==> config.mk <==
export PLATFORM = sky130hd
export DESIGN_NAME = bitmap_search_engine_core
export DESIGN_NICKNAME = d
export VERILOG_FILES = /design/src/rtl/core/bse_pkg.sv /design/src/rtl/core/bitmap_search_engine_core.sv /design/src/rtl/core/bse_ram.sv /design/src/rtl/core/bse_word_unit.sv
export SDC_FILE = /design/constraint.sdc
export NUM_CORES = 2
export LEC_CHECK = 0
export BUFFER_PORTS_ARGS = -buffer_cell sky130_fd_sc_hd__buf_2
export CORE_ASPECT_RATIO = 1.5
export CORE_MARGIN = 5
export CORE_UTILIZATION = 36
export CTS_CLUSTER_DIAMETER = 60
export CTS_CLUSTER_SIZE = 25
export DETAILED_ROUTE_END_ITERATION = 16
export GPL_TIMING_DRIVEN = 0
export SETUP_SLACK_MARGIN = 0.2
export SYNTH_ARGS = -nofsm -noshare
export SYNTH_HDL_FRONTEND = slang
export SYNTH_HIERARCHICAL = 1
export SYNTH_SLANG_ARGS = --single-unit
==> constraint.sdc <==
create_clock -name clk_i -period 7.59 [get_ports clk_i]
set_clock_uncertainty 0.05 [all_clocks]
set_input_delay 0.759 -clock clk_i [delete_from_list [all_inputs] [get_ports clk_i]]
set_output_delay 0.759 -clock clk_i [all_outputs]
set_load 0.005 [all_outputs]
==> src/rtl/core/bse_pkg.sv <==
// Shared types and operation codes of the bitmap search engine.
package bse_pkg;

  localparam int unsigned CntW = 11;

  localparam logic [3:0] MODE_CLEAR  = 4'd0;
  localparam logic [3:0] MODE_INVERT = 4'd1;
  localparam logic [3:0] MODE_SETN   = 4'd2;
  localparam logic [3:0] MODE_FIND   = 4'd3;
  localparam logic [3:0] MODE_POP    = 4'd4;
  localparam logic [3:0] MODE_EMPTY  = 4'd5;
  localparam logic [3:0] MODE_LOAD   = 4'd6;
  localparam logic [3:0] MODE_OR     = 4'd7;
  localparam logic [3:0] MODE_AND    = 4'd8;

  localparam logic [CntW-1:0] SIZE_RST = 11'd1024;

  localparam logic REG_SIZE_BITS = 1'b0;

  typedef struct packed {
    logic [3:0]      mode;
    logic [CntW-1:0] bit_arg;
    logic [3:0]      word_index;
    logic [63:0]     word_value;
    logic            last_word;
  } bse_in_t;

  typedef struct packed {
    logic [CntW-1:0] result_count;
    logic            empty_flag;
  } bse_out_t;

  // Per-word status from the word unit to the sequencer.
  typedef struct packed {
    logic            found;
    logic [CntW-1:0] found_cnt;
    logic [6:0]      ones;
  } bse_stat_t;

endpackage

==> src/rtl/core/bitmap_search_engine_core.sv <==
// Bitmap search engine: sequencer, configuration register and word storage.
//
// Usage: one operation word enters on the input channel (in_valid_i / in_stall_o)
// and exactly one result word leaves on the output channel (out_valid_o /
// out_stall_i). The bitmap is held in a RAM of WORDS words; every operation
// sweeps all words through one shared word unit, one word per cycle, reading
// word i while writing back word i-1. The input stalls until an item's result
// has moved into the output register, so a new item is not accepted while the
// previous one is still being swept or is waiting for the output register.
// The size_bits register sits on the APB port at byte address 0; it should be
// written only while no operation is in flight.
// Reset clears the sequencer, the output valid bit and one valid bit per word,
// so every word reads as zero until its first write-back; size_bits returns to
// 1024. A result held by out_stall_i stays in the output register; a further
// item may be accepted and swept meanwhile, and its result waits in the
// sequencer until the output register is free.
module bitmap_search_engine_core #(
  parameter int unsigned WORDS     = 16,
  parameter int unsigned WORD_BITS = 64
) (
  input  logic              clk_i,
  input  logic              rst_ni,
  input  logic              in_valid_i,
  output logic              in_stall_o,
  input  bse_pkg::bse_in_t  in_data_i,
  output logic              out_valid_o,
  input  logic              out_stall_i,
  output bse_pkg::bse_out_t out_data_o,
  input  logic              psel,
  input  logic              penable,
  input  logic              pwrite,
  input  logic [2:0]        paddr,
  input  logic [31:0]       pwdata,
  output logic [31:0]       prdata,
  output logic              pready
);
  import bse_pkg::*;

  localparam int unsigned IW = (WORDS > 1) ? $clog2(WORDS) : 1;
  localparam int unsigned CW = (($clog2(WORDS*WORD_BITS) > 11) ?
                                $clog2(WORDS*WORD_BITS) : 11) + 1;

  localparam logic [1:0] S_IDLE = 2'd0;
  localparam logic [1:0] S_RUN  = 2'd1;
  localparam logic [1:0] S_FIN  = 2'd2;

  logic [1:0]           state_q, state_d;
  bse_in_t              op_q;
  logic [10:0]          size_q;
  logic [IW-1:0]        rd_idx_q;
  logic                 iss_done_q;
  logic                 p_vld_q;
  logic [IW-1:0]        p_idx_q;
  logic                 ent_vld_q;
  logic [CW-1:0]        base_q;
  logic [CntW-1:0]      cnt_q;
  logic                 found_q;
  logic [CntW-1:0]      fcnt_q;
  logic                 nz_q;
  logic [WORDS-1:0]     vld_q;
  logic                 out_valid_q;
  bse_out_t             out_data_q;

  logic                 accept;
  logic                 issue;
  logic                 fin_go;
  logic                 last_proc;
  logic                 cfg_we;
  logic [WORD_BITS-1:0] rdata;
  logic [WORD_BITS-1:0] word_in;
  logic [WORD_BITS-1:0] word_new;
  bse_stat_t            stat;
  logic [CntW-1:0]      result;

  assign accept    = (state_q == S_IDLE) && in_valid_i;
  assign issue     = (state_q == S_RUN) && !iss_done_q;
  assign last_proc = p_vld_q && (p_idx_q == IW'(WORDS - 1));
  assign fin_go    = (state_q == S_FIN) && (!out_valid_q || !out_stall_i);
  assign in_stall_o = (state_q != S_IDLE);

  always_comb begin
    state_d = state_q;
    case (state_q)
      S_IDLE: if (accept) state_d = S_RUN;
      S_RUN:  if (last_proc) state_d = S_FIN;
      S_FIN:  if (fin_go) state_d = S_IDLE;
      default: state_d = S_IDLE;
    endcase
  end

  // Configuration port.
  assign cfg_we = psel && penable && pwrite;
  assign pready = 1'b1;
  assign prdata = (paddr[2] == REG_SIZE_BITS) ? 32'(size_q) : 32'd0;

  always_ff @(posedge clk_i or negedge rst_ni) begin
    if (!rst_ni) begin
      size_q <= SIZE_RST;
    end else if (cfg_we && (paddr[2] == REG_SIZE_BITS)) begin
      size_q <= pwdata[10:0];
    end
  end

  bse_ram #(
    .WIDTH(WORD_BITS),
    .DEPTH(WORDS)
  ) u_ram (
    .clk_i  (clk_i),
    .we_i   (p_vld_q),
    .waddr_i(p_idx_q),
    .wdata_i(word_new),
    .re_i   (issue),
    .raddr_i(rd_idx_q),
    .rdata_o(rdata)
  );

  // A word never written since reset reads as zero.
  assign word_in = rdata & {WORD_BITS{ent_vld_q}};

  bse_word_unit #(
    .WORDS    (WORDS),
    .WORD_BITS(WORD_BITS)
  ) u_word (
    .op_i  (op_q),
    .size_i(size_q),
    .idx_i (p_idx_q),
    .base_i(base_q),
    .word_i(word_in),
    .word_o(word_new),
    .stat_o(stat)
  );

  always_ff @(posedge clk_i or negedge rst_ni) begin
    if (!rst_ni) begin
      state_q    <= S_IDLE;
      rd_idx_q   <= '0;
      iss_done_q <= 1'b0;
      p_vld_q    <= 1'b0;
      vld_q      <= '0;
    end else begin
      state_q <= state_d;
      p_vld_q <= issue;
      if (accept) begin
        rd_idx_q   <= '0;
        iss_done_q <= 1'b0;
      end else if (issue) begin
        if (rd_idx_q == IW'(WORDS - 1)) iss_done_q <= 1'b1;
        else rd_idx_q <= rd_idx_q + IW'(1);
      end
      if (p_vld_q) vld_q[p_idx_q] <= 1'b1;
    end
  end

  always_ff @(posedge clk_i) begin
    if (accept) begin
      op_q    <= in_data_i;
      base_q  <= '0;
      cnt_q   <= '0;
      found_q <= 1'b0;
      fcnt_q  <= '0;
      nz_q    <= 1'b0;
    end else if (p_vld_q) begin
      base_q <= base_q + CW'(WORD_BITS);
      cnt_q  <= cnt_q + CntW'(stat.ones);
      nz_q   <= nz_q | (|word_new);
      if (!found_q && stat.found) begin
        found_q <= 1'b1;
        fcnt_q  <= stat.found_cnt;
      end
    end
    if (issue) begin
      p_idx_q   <= rd_idx_q;
      ent_vld_q <= vld_q[rd_idx_q];
    end
  end

  always_comb begin
    case (op_q.mode)
      MODE_FIND: result = found_q ? fcnt_q : '0;
      MODE_POP:  result = cnt_q;
      default:   result = '0;
    endcase
  end

  always_ff @(posedge clk_i or negedge rst_ni) begin
    if (!rst_ni) begin
      out_valid_q <= 1'b0;
    end else if (fin_go) begin
      out_valid_q <= 1'b1;
    end else if (out_valid_q && !out_stall_i) begin
      out_valid_q <= 1'b0;
    end
  end

  always_ff @(posedge clk_i) begin
    if (fin_go) begin
      out_data_q.result_count <= result;
      out_data_q.empty_flag   <= !nz_q;
    end
  end

  assign out_valid_o = out_valid_q;
  assign out_data_o  = out_data_q;

  // The write-back stage only runs inside a sweep.
  assert property (@(posedge clk_i) disable iff (!rst_ni)
    p_vld_q |-> (state_q == S_RUN))
    else $error("word write-back outside a sweep");

  // A new sweep starts with an empty write-back stage.
  assert property (@(posedge clk_i) disable iff (!rst_ni)
    accept |=> (state_q == S_RUN) && !p_vld_q)
    else $error("sweep did not start cleanly");

  // A result only appears after the sweep has finished.
  assert property (@(posedge clk_i) disable iff (!rst_ni)
    $rose(out_valid_q) |-> ($past(state_q) == S_FIN))
    else $error("result raised outside the finish state");

  // A finished result waits while the output register is held.
  assert property (@(posedge clk_i) disable iff (!rst_ni)
    ((state_q == S_FIN) && out_valid_q && out_stall_i) |=> (state_q == S_FIN))
    else $error("result overwrote a stalled output");

endmodule

==> src/rtl/core/bse_ram.sv <==
// Generic single-write, single-read RAM with registered read data.
module bse_ram #(
  parameter int unsigned WIDTH = 64,
  parameter int unsigned DEPTH = 16
) (
  input  logic                                   clk_i,
  input  logic                                   we_i,
  input  logic [(DEPTH > 1 ? $clog2(DEPTH) : 1)-1:0] waddr_i,
  input  logic [WIDTH-1:0]                       wdata_i,
  input  logic                                   re_i,
  input  logic [(DEPTH > 1 ? $clog2(DEPTH) : 1)-1:0] raddr_i,
  output logic [WIDTH-1:0]                       rdata_o
);

  logic [WIDTH-1:0] mem_q [DEPTH];
  logic [WIDTH-1:0] rdata_q;

  always_ff @(posedge clk_i) begin
    if (we_i) begin
      mem_q[waddr_i] <= wdata_i;
    end
  end

  always_ff @(posedge clk_i) begin
    if (re_i) begin
      rdata_q <= mem_q[raddr_i];
    end
  end

  assign rdata_o = rdata_q;

endmodule

==> src/rtl/core/bse_word_unit.sv <==
// Shared per-word unit: computes the new value of one storage word and its search/count status.
module bse_word_unit #(
  parameter int unsigned WORDS     = 16,
  parameter int unsigned WORD_BITS = 64
) (
  input  bse_pkg::bse_in_t                                  op_i,
  input  logic [10:0]                                       size_i,
  input  logic [(WORDS > 1 ? $clog2(WORDS) : 1)-1:0]        idx_i,
  input  logic [(($clog2(WORDS*WORD_BITS) > 11) ?
                 $clog2(WORDS*WORD_BITS) : 11):0]           base_i,
  input  logic [WORD_BITS-1:0]                              word_i,
  output logic [WORD_BITS-1:0]                              word_o,
  output bse_pkg::bse_stat_t                                stat_o
);
  import bse_pkg::*;

  localparam int unsigned IW = (WORDS > 1) ? $clog2(WORDS) : 1;
  localparam int unsigned CW = (($clog2(WORDS*WORD_BITS) > 11) ?
                                $clog2(WORDS*WORD_BITS) : 11) + 1;
  localparam int unsigned LW = $clog2(WORD_BITS);
  localparam int unsigned XW = (IW > 4) ? IW : 4;

  // Mask of the bits of this word that lie below lim.
  function automatic logic [WORD_BITS-1:0] lmask(input logic [CW-1:0] lim,
                                                  input logic [CW-1:0] base);
    logic [CW-1:0] diff;
    diff = lim - base;
    if (lim <= base) return '0;
    else if (diff >= CW'(WORD_BITS)) return '1;
    else return ~({WORD_BITS{1'b1}} << diff[LW-1:0]);
  endfunction

  logic [WORD_BITS-1:0] wval;
  logic [WORD_BITS-1:0] cand;
  logic [LW-1:0]        pos;
  logic [XW-1:0]        idx_x;
  logic [XW-1:0]        tgt_x;
  logic                 is_tgt;
  logic                 above_tgt;
  logic [CW-1:0]        hit_sum;

  assign wval      = op_i.word_value[WORD_BITS-1:0];
  assign idx_x     = XW'(idx_i);
  assign tgt_x     = XW'(op_i.word_index);
  assign is_tgt    = (idx_x == tgt_x);
  assign above_tgt = (idx_x > tgt_x);

  always_comb begin
    case (op_i.mode)
      MODE_CLEAR:  word_o = '0;
      MODE_INVERT: word_o = ~word_i & lmask(CW'(size_i), base_i);
      MODE_SETN:   word_o = lmask(CW'(op_i.bit_arg), base_i);
      MODE_LOAD:   word_o = is_tgt ? wval : word_i;
      MODE_OR:     word_o = is_tgt ? (word_i | wval) : word_i;
      MODE_AND: begin
        if (is_tgt) word_o = word_i & wval;
        else if (above_tgt && op_i.last_word) word_o = '0;
        else word_o = word_i;
      end
      default:     word_o = word_i;
    endcase
  end

  // Bits below the start index are out of the search.
  assign cand = word_i & ~lmask(CW'(op_i.bit_arg), base_i);

  always_comb begin
    pos = '0;
    for (int b = WORD_BITS - 1; b >= 0; b--) begin
      if (cand[b]) pos = LW'(b);
    end
  end

  assign hit_sum = base_i + CW'(pos) + CW'(1);

  assign stat_o.found     = (op_i.mode == MODE_FIND) && (|cand);
  assign stat_o.found_cnt = hit_sum[CntW-1:0];
  assign stat_o.ones      = 7'($countones(word_i));

endmodule

==> flow_summary.json <==
{
  "status": "finished, violations left",
  "violations": "capacitance limit, slew limit, setup timing",
  "ys_ff_latch": 1255,
  "start_kind": "register",
  "final_net_count": 4194,
  "dp_hpwl_um": 142000,
  "rows": 177,
  "die_h_um": 492,
  "routedWlPerCell_um": 31.5,
  "nFillCells": 13900,
  "ant_nets": 0,
  "dieWidth_um": 332,
  "grt_pass1_wl_um": 268000,
  "rsz0062_at_grt": "true",
  "mappedNetlistArea_um2": 55900,
  "yosys.area.top_type": "edfxtp_1",
  "worstSetupPathType": "reg -> reg",
  "cap_violations": 1,
  "ys_seq_area_frac": 0.666,
  "cts-root-buf": "clkbuf_16",
  "rrSetupSlack_ps": -150,
  "hold_violations": 0,
  "die-area_um2": 163000,
  "hp-class": "in -> async",
  "start_util": 0.361,
  "pre_cts_slack_ps": -1570,
  "tightest_slew_ps": 1540,
  "reg2reg_depth": 28,
  "r2r_start": "ent_vld_q$_DFFE_PP_",
  "first_pass_iters": 6,
  "port-buffer-count": 127,
  "clk_latency_ps": 740,
  "finalMaxSlewViolations": 9,
  "crit_path_frequent_cell": "fa_1",
  "synth_area_leaders": "edfxtp_1, mux4_2, fa_1",
  "cts_max_level": 3,
  "critPathSlowestCell": "fa_2",
  "via_per_inst": 5.78,
  "relSlewSlack": -0.0334,
  "antenna_found_initial": 4,
  "gr-total-overflow": 0,
  "synthArstFlopShare": 0.0287,
  "ys.flop_type": "edfxtp_1",
  "cts_tree": "yes",
  "worstPathRequired_ps": 8200,
  "cp-startpoint": "ent_vld_q$_DFFE_PP_",
  "synth_edf_count": 1189,
  "wirelength_um": 192000,
  "period_share": 1.02,
  "synthCells": 3554,
  "grt_max_degree": 49,
  "grt_util_all_layers": 0.229,
  "path_max_fanout": 6,
  "synth.distinct_cells": 99,
  "yosys_warnings": 6,
  "cts_sinks": 1255,
  "cts.clk_slew.worst_paths_ps": 90,
  "route.vias.total": 35100,
  "ios": 173,
  "path_delay_family": "adder cells",
  "period_needed_ps": 7740,
  "post-route-drc-count": 0,
  "grt_pass1_vias": 35400,
  "cp.arrival_ps": 8350,
  "worst_hold_slack_ps": 124,
  "max_freq_mhz": 129,
  "drtIter0Drc": 3901,
  "core_area_um2": 155000,
  "cts_buffers": 78,
  "crit_path_end_kind": "register",
  "crit_buf_inv": 8,
  "syn_area_per_cell_um2": 15.7,
  "setup_ws_ps": -151,
  "timing.rr.end": "cnt_q[9]$_SDFFE_PP0P_",
  "layout-drive-gt1-share": 0.236,
  "cpPeakStageDelay_ps": 540,
  "synth_top_cell_area_share": 0.639,
  "setup_viol": 5,
  "routabilityCongestion": 1.01,
  "clk_path_buf_depth": 3,
  "syn2layout_area_growth_pct": 15.9
}
[flip-flops by register name (all words and copies together) (netlist names)]
register,flops
p_idx_q,4
found_q,1
u_ram/rdata_o,64
out_valid_o,1
vld_q,16
fcnt_q,11
op_q,84
nz_q,1
state_q,2
cnt_q,11
p_vld_q,1
out_data_o,12
base_q,6
ent_vld_q,1
u_ram/mem_q,1024
iss_done_q,1
size_q,11
rd_idx_q,4
[Yosys cell counts (8+ instances only)]
master    instances
or3_1            16
o21bai_1         13
a22oi_1         134
a21o_1           21
fa_1             58
nor4_1           25
and2_1           74
o21ai_0         163
o21a_1           11
a211oi_1         35
and3_1            8
o31ai_1          43
mux2_2           11
dfrtp_1          35
a21boi_0         11
nor2_1          106
nand2_1         285
a311o_1           8
a211o_1          10
clkbuf_1        122
dfxtp_1          30
a31oi_1          20
a22o_1           16
inv_1           144
o211ai_1         17
nand2b_1         22
nor2b_1          25
edfxtp_1       1189
xor2_1           16
o31a_1           10
buf_6            15
nor3_1           38
a221oi_1         28
xnor2_1          20
nand4_1          16
a21oi_1         196
buf_1            17
nand3_1          34
mux4_2          259
ha_1             56
buf_2            32
buf_4            29
o311ai_0         14
[cell type report]
class	instances	area, um^2	area share
antenna	7	17.5	0.000271
buffer	216	1180	0.0182
clock buffer	86	2000	0.0309
clock inverter	51	708	0.0109
inverter	145	553	0.00854
multi-input combinational	1971	17900	0.276
sequential	1255	37200	0.575
tap	2058	2570	0.0398
timing repair buffer	287	2630	0.0406
[placed cells by master, fill, tap and decap left out, types with 18 or more instances in the layout]
| cell type | Yosys | layout |
|---|---|---|
| o21ai_0 | 163 | 151 |
| a221oi_1 | 28 | 28 |
| a31oi_1 | 20 | 20 |
| nor4_1 | 25 | 23 |
| buf_2 | 32 | 158 |
| nand3_1 | 34 | 32 |
| nand2_1 | 285 | 285 |
| a21oi_1 | 196 | 192 |
| dfxtp_1 | 30 | 30 |
| fa_1 | 58 | 45 |
| nor2_1 | 106 | 91 |
| inv_1 | 144 | 129 |
| nor2b_1 | 25 | 24 |
| and2_1 | 74 | 43 |
| o31ai_1 | 43 | 20 |
| a22oi_1 | 134 | 134 |
| edfxtp_1 | 1189 | 1189 |
| xnor2_1 | 20 | 19 |
| and2_4 | 0 | 29 |
| buf_12 | 0 | 30 |
| o31ai_2 | 0 | 18 |
| nor3_1 | 38 | 33 |
| a211oi_1 | 35 | 33 |
| buf_6 | 15 | 76 |
| ha_1 | 56 | 51 |
| dfrtp_1 | 35 | 35 |
| clkbuf_1 | 122 | 121 |
| buf_4 | 29 | 88 |
| a21o_1 | 21 | 21 |
| conb_1 | 2 | 35 |
| mux4_2 | 259 | 259 |
| nand2b_1 | 22 | 22 |
| clkbuf_16 | 0 | 82 |
[worst max path at each step]
stage | depth (start not counted) | endpoint | slack [ps]
global placement | 4 | rd_idx_q[0]$_DFFE_PN0P_ | -4630
CTS | 28 | cnt_q[9]$_SDFFE_PP0P_ | -180
finish | 28 | cnt_q[9]$_SDFFE_PP0P_ | -150
floorplan | 29 | cnt_q[10]$_SDFFE_PP0P_ | 180
detailed placement | 27 | cnt_q[10]$_SDFFE_PP0P_ | -1570
global route | 27 | cnt_q[9]$_SDFFE_PP0P_ | -290
[per-layer routing]
| metal | up-vias | part of all wire | GRT usage | routed length, um |
|---|---|---|---|---|
| li1 | 14800 | - | - | - |
| met1 | 18100 | 0.38 | 0.285 | 73400 |
| met2 | 1693 | 0.49 | 0.385 | 93200 |
| met3 | 455 | 0.062 | 0.0332 | 12000 |
| met4 | 0 | 0.068 | 0.132 | 13000 |
| met5 | - | 0 | 0 | 0 |
[stage by stage]
| stage | instances | TNS (ps) | util | cell area (um^2) |
|---|---|---|---|---|
| 4_1_cts | 6057 | -635 | 0.417 | 64600 |
| 3_5_place_dp | 5894 | -10980 | 0.396 | 61200 |
| 3_3_place_gp | 5772 | -1508420 | 0.382 | 59200 |
| 6_report | 6076 | -432 | 0.418 | 64700 |
| 5_1_grt | 6070 | -1430 | 0.418 | 64700 |
| 2_1_floorplan | 3587 | 0 | - | 56000 |
[worst register-to-register path, delay by kind of cell (launching register included)]
kind | cells | cell delay [ps]
adder cells (fa/ha/maj) | 10 | 4500
flip-flops | 1 | 380
buffers and inverters | 8 | 700
XOR/XNOR | 1 | 170
AND/OR/NAND/NOR | 3 | 690
AO/OA/AOI/OAI | 6 | 1230
[logic make-up after synthesis]
logic type	after synthesis	synth area share
other cells	2	0.000134
mux	277	0.108
simple gates	689	0.0595
fa+ha+maj	114	0.0333
buf+inv	361	0.0290
xor+xnor	36	0.00564
flops	1255	0.666
compound gates	820	0.0980
[repair_timing]
action | in CTS | in global routing
setup endpoints to repair | 11 | 14
pin swaps | 37 | 26
resized for setup | 146 | 18
cloned | 1 | 0
hold buffers | 0 | 0
setup buffers | 25 | 9
hold endpoints to repair | 0 | 0
Power is not shown: default switching activity piles up to over one toggle a cycle in this logic, so the estimate is an artifact.
